`src/rtl/core/im2c_pkg.sv`:
```
`timescale 1ns / 1ps
// Shared types, widths and codes for the int8 im2col patch gather.
// Depends on nothing; used by the interfaces, the coordinate map and the top level.
package im2c_pkg;

    // Store geometry
    localparam int MAX_IN_H   = 32;
    localparam int MAX_IN_W   = 32;
    localparam int MAX_CH     = 64;
    localparam int MAX_KERNEL = 8;
    localparam int DIL_H      = 1;
    localparam int DIL_W      = 1;

    // Item field widths
    localparam int POS_W    = 5;
    localparam int KIDX_W   = 3;
    localparam int CH_W     = 6;
    localparam int BYTE_W   = 8;

    // Configuration widths
    localparam int DIM_W    = 6;
    localparam int STEP_W   = 4;
    localparam int PAD_W    = 4;
    localparam int DIL_W_W  = 4;
    localparam int CFG_IDX_W  = 3;
    localparam int CFG_DATA_W = 6;

    // Store addressing: row, column and channel are concatenated
    localparam int STORE_AW    = 2 * POS_W + CH_W;
    localparam int STORE_DEPTH = MAX_IN_H * MAX_IN_W * MAX_CH;

    // Offset that turns a signed byte into an unsigned one
    localparam logic [BYTE_W-1:0] BYTE_BIAS = 8'd128;

    // Item kinds
    typedef enum logic {
        KIND_WRITE = 1'b0,
        KIND_READ  = 1'b1
    } t_kind;

    // Configuration register indexes
    typedef enum logic [CFG_IDX_W-1:0] {
        CFG_IN_HEIGHT    = 3'd0,
        CFG_IN_WIDTH     = 3'd1,
        CFG_STRIDE_ROWS  = 3'd2,
        CFG_STRIDE_COLS  = 3'd3,
        CFG_PAD_TOP      = 3'd4,
        CFG_PAD_LEFT     = 3'd5,
        CFG_SIGNED_INPUT = 3'd6
    } t_cfg_idx;

    // Result of mapping one output coordinate onto the image
    typedef struct packed {
        logic [POS_W-1:0] pos;
        logic             oob;
    } t_coord_res;

endpackage

```
`src/rtl/core/im2c_coord_map.sv`:
```
`timescale 1ns / 1ps
// Maps an output position and kernel index onto an input image coordinate
// and flags positions that fall in the padding. Depends on im2c_pkg.
module im2c_coord_map (
    input  logic [im2c_pkg::POS_W-1:0]    i_pos,
    input  logic [im2c_pkg::KIDX_W-1:0]   i_kidx,
    input  logic [im2c_pkg::STEP_W-1:0]   i_stride,
    input  logic [im2c_pkg::PAD_W-1:0]    i_pad,
    input  logic [im2c_pkg::DIL_W_W-1:0]  i_dil,
    input  logic [im2c_pkg::DIM_W-1:0]    i_limit,
    input  logic [im2c_pkg::DIM_W-1:0]    i_max_dim,
    output im2c_pkg::t_coord_res          o_res
);
    import im2c_pkg::*;

    localparam int PROD_W = POS_W + STEP_W;
    localparam int KTERM_W = KIDX_W + DIL_W_W;
    localparam int SUM_W = ((PROD_W > KTERM_W) ? PROD_W : KTERM_W) + 1;
    localparam int COORD_W = SUM_W + 1;

    logic [PROD_W-1:0]         prod;
    logic [KTERM_W-1:0]        kterm;
    logic [SUM_W-1:0]          sum;
    logic signed [COORD_W-1:0] coord;
    logic [DIM_W-1:0]          limit;
    logic                      kidx_oob;

    // position * stride + kernel index * dilation - padding
    always_comb begin
        prod  = PROD_W'(i_pos) * PROD_W'(i_stride);
        kterm = KTERM_W'(i_kidx) * KTERM_W'(i_dil);
        sum   = SUM_W'(prod) + SUM_W'(kterm);
        coord = $signed({1'b0, sum}) - $signed(COORD_W'(i_pad));
    end

    // clamp the image size to the store and check bounds
    always_comb begin
        limit    = (i_limit > i_max_dim) ? i_max_dim : i_limit;
        kidx_oob = ({1'b0, i_kidx} >= (KIDX_W + 1)'(MAX_KERNEL));
        o_res.oob = kidx_oob || coord[COORD_W-1]
                    || (coord[COORD_W-2:0] >= (COORD_W - 1)'(limit));
        o_res.pos = coord[POS_W-1:0];
    end

endmodule

```
`config.mk`:
```
export PLATFORM = sky130hd
export DESIGN_NAME = im2c_coord_map
export DESIGN_NICKNAME = d
export VERILOG_FILES = /design/src/rtl/core/im2c_pkg.sv /design/src/rtl/core/im2c_coord_map.sv
export SDC_FILE = /design/constraint.sdc
export NUM_CORES = 1
export LEC_CHECK = 0
export BUFFER_PORTS_ARGS = -buffer_cell sky130_fd_sc_hd__buf_2
export CAP_MARGIN = 20
export CELL_PAD_IN_SITES_DETAIL_PLACEMENT = 0
export CELL_PAD_IN_SITES_GLOBAL_PLACEMENT = 1
export CORE_UTILIZATION = 29
export DETAILED_ROUTE_END_ITERATION = 10
export GPL_TIMING_DRIVEN = 0
export PLACE_DENSITY_LB_ADDON = 0.15
export SYNTH_ARGS = -nofsm -noshare
export SYNTH_HDL_FRONTEND = slang
export SYNTH_SLANG_ARGS = --single-unit
export TNS_END_PERCENT = 1
```
`constraint.sdc`:
```
create_clock -name vclk -period 10.7
set_clock_uncertainty 0.15 [all_clocks]
set_input_delay 1.07 -clock vclk [all_inputs]
set_output_delay 1.07 -clock vclk [all_outputs]
set_load 0.01 [all_outputs]
```
==> results.yml <==
final_layout:
  regArea_um2: 0
  nets: 321
  nClkBuffers: 0
  n_fill_cell: 609
  diodes: 0
  nFlopsAndLatches: 0
  drive_above_1_share: 0.205
  final_core_util: 0.351
  areaGrowthSynthToFinish_pct: 17.1
  final_area_um2: 1920
  stdcell_count: 301
timing:
  worstMarginPinSlew_ps: 442
  drv_slew: 0
  fmax_mhz: 144
  holdWs_ps: 2470
  finalHoldViolCount: 0
  slew_headroom: 0.705
  finalWorstSetupSlack_ps: 3760
  period_needed_ps: 6940
  setup_viol: 0
  finalSetupTns_ps: 0
  period_share: 0.648
  grt_setup_unrepaired: "no"
synthesis:
  syn_nets: 281
  netlist.top_cell.by_area: "fa_1"
  synth_area_leaders: "fa_1 28%, ha_1 27%, inv_1 10%"
  synthXorXnorAreaFrac: 0.0107
  muxShareOfSynthArea: 0.0457
  yosysMostFrequentCell: "inv_1"
  syn-mean-instance-area_um2: 8.60
  synth.distinct_cells: 30
  yosys_warnings: 0
  synthCells: 191
  synth-simple-area-share: 0.215
  synth-adder-area-share: 0.547
  ys_top_cells_by_count: "45 x inv_1, 35 x ha_1, 23 x fa_1"
  synth_compound_area_frac: 0.0792
  synth_top_family_by_area: "adder cells"
  syn_area_um2: 1640
  ys_seq_area_frac: 0
  netlist.area_leader.share: 0.280
worst_setup_path:
  cp_data_required_time_ps: 9480
  crit_path_max_fanout: 8
  worst_ep_arrival_time_ps: 5720
  critical_path_class: "primary input to primary output"
  end_kind: "primary output"
  cp-start-kind: "primary input"
place:
  dpl.cell_count: 301
  placed_area_um2: 1920
  preCtsSetupSlack_ps: 3740
  hpwl_mm: 2.99
  gp_congestion: 0.728
  port-buffer-count: 38
flow_run:
  max-cap-violations: 0
run_status:
  status: "finished clean"
route:
  highest_layer: "met3"
  vias: 1301
  routedWlPerCell_um: 10.5
  viasPerCell: 4.32
  first_pass_iters: 4
  route.met2.wl_mm: 1.45
  ant_nets: 0
  wl_mm: 3.15
  wl_met3_um: 40
  drtIter0Drc: 23
  drt-met1-wl_mm: 1.66
  drcViolationCount: 0
floorplanning:
  rows: 27
  die-area_um2: 5970
  die_h_um: 77.3
  die_width_um: 77.3
  core_area_um2: 5470
  pin_count: 38
  start_util: 0.300
min_path:
  min-delay-path-class: "primary input to primary output"
grt:
  grt_first_pass_wirelength_mm: 5.84
  grt_pass1_vias: 1374
  antenna_found_initial: 0
  track_usage: 0.117
  overflow: 0
  grt_start_max_net_pins: 9
power:
  p_per_area_nw_per_um2: 150
  peakVddDrop_v: 0.0000614
  total_power_mw: 0.289
  power_leakage_nw: 1.04
clocking:
  ctsResizeCount: 0
  cts_hold_buffers: 0
  cts_setup_buffers: 0
metal layers:
metal | vias up | track usage
li1 | 697 | -
met1 | 592 | 0.172
met4 | 0 | 0
met3 | 0 | 0.00119
met2 | 12 | 0.204
met5 | - | 0
worst paths after layout:
| kind | startpoint | to | slack (ps) | depth (start not counted) |
|---|---|---|---|---|
| max | i_stride[3] | o_res[0] | 3760 | 20 |
| min | i_pad[0] | o_res[1] | 2470 | 4 |
cell usage in the layout, fill, tap and decap left out, types with 2 or more instances in the layout:
| cell | instances |
|---|---|
| a21o_1 | 2 |
| a21oi_1 | 8 |
| and2_1 | 18 |
| and2_2 | 2 |
| buf_2 | 38 |
| fa_1 | 23 |
| ha_1 | 35 |
| inv_1 | 45 |
| mux2i_1 | 6 |
| nand2_1 | 15 |
| nand2b_1 | 2 |
| nand3_1 | 3 |
| nand4_1 | 3 |
| nor2_1 | 6 |
| nor3_1 | 3 |
| nor3b_1 | 2 |
| nor4b_2 | 2 |
| o21bai_1 | 2 |
| xor2_1 | 2 |
critical path: stages:
cell,delay (ps)
buf_2,160
and2_1,190
fa_1,490
inv_1,40
fa_1,470
fa_1,550
inv_1,50
fa_1,520
ha_1,320
a211oi_2,320
nor2_1,90
nor2_1,100
nor2_1,50
ha_1,340
a21oi_1,180
nor4b_2,200
o2111ai_1,150
nor3_2,170
nand4_1,90
buf_2,150
final cells by class:
cell class,instances,area (um2),area share
multi-input cells,146,1470,0.766
repair buffers,38,190,0.0989
inverters,45,169,0.0878
well taps,72,90.1,0.0468
kinds of logic after synthesis:
logic type | count (synthesis)
and+or+nand+nor | 60
adders and majority gates | 58
AOI/OAI and AO/OA | 19
muxes | 7
buffers and inverters | 45
xor gates and xnor gates | 2
report_power, final:
group / total (mW) / internal (mW) / switching (mW)
clock: 0 / 0 / 0
sequential: 0 / 0 / 0
combinational: 0.289 / 0.129 / 0.160
total: 0.289 / 0.129 / 0.160
No activity file was read; power rests on OpenSTA's default activity.
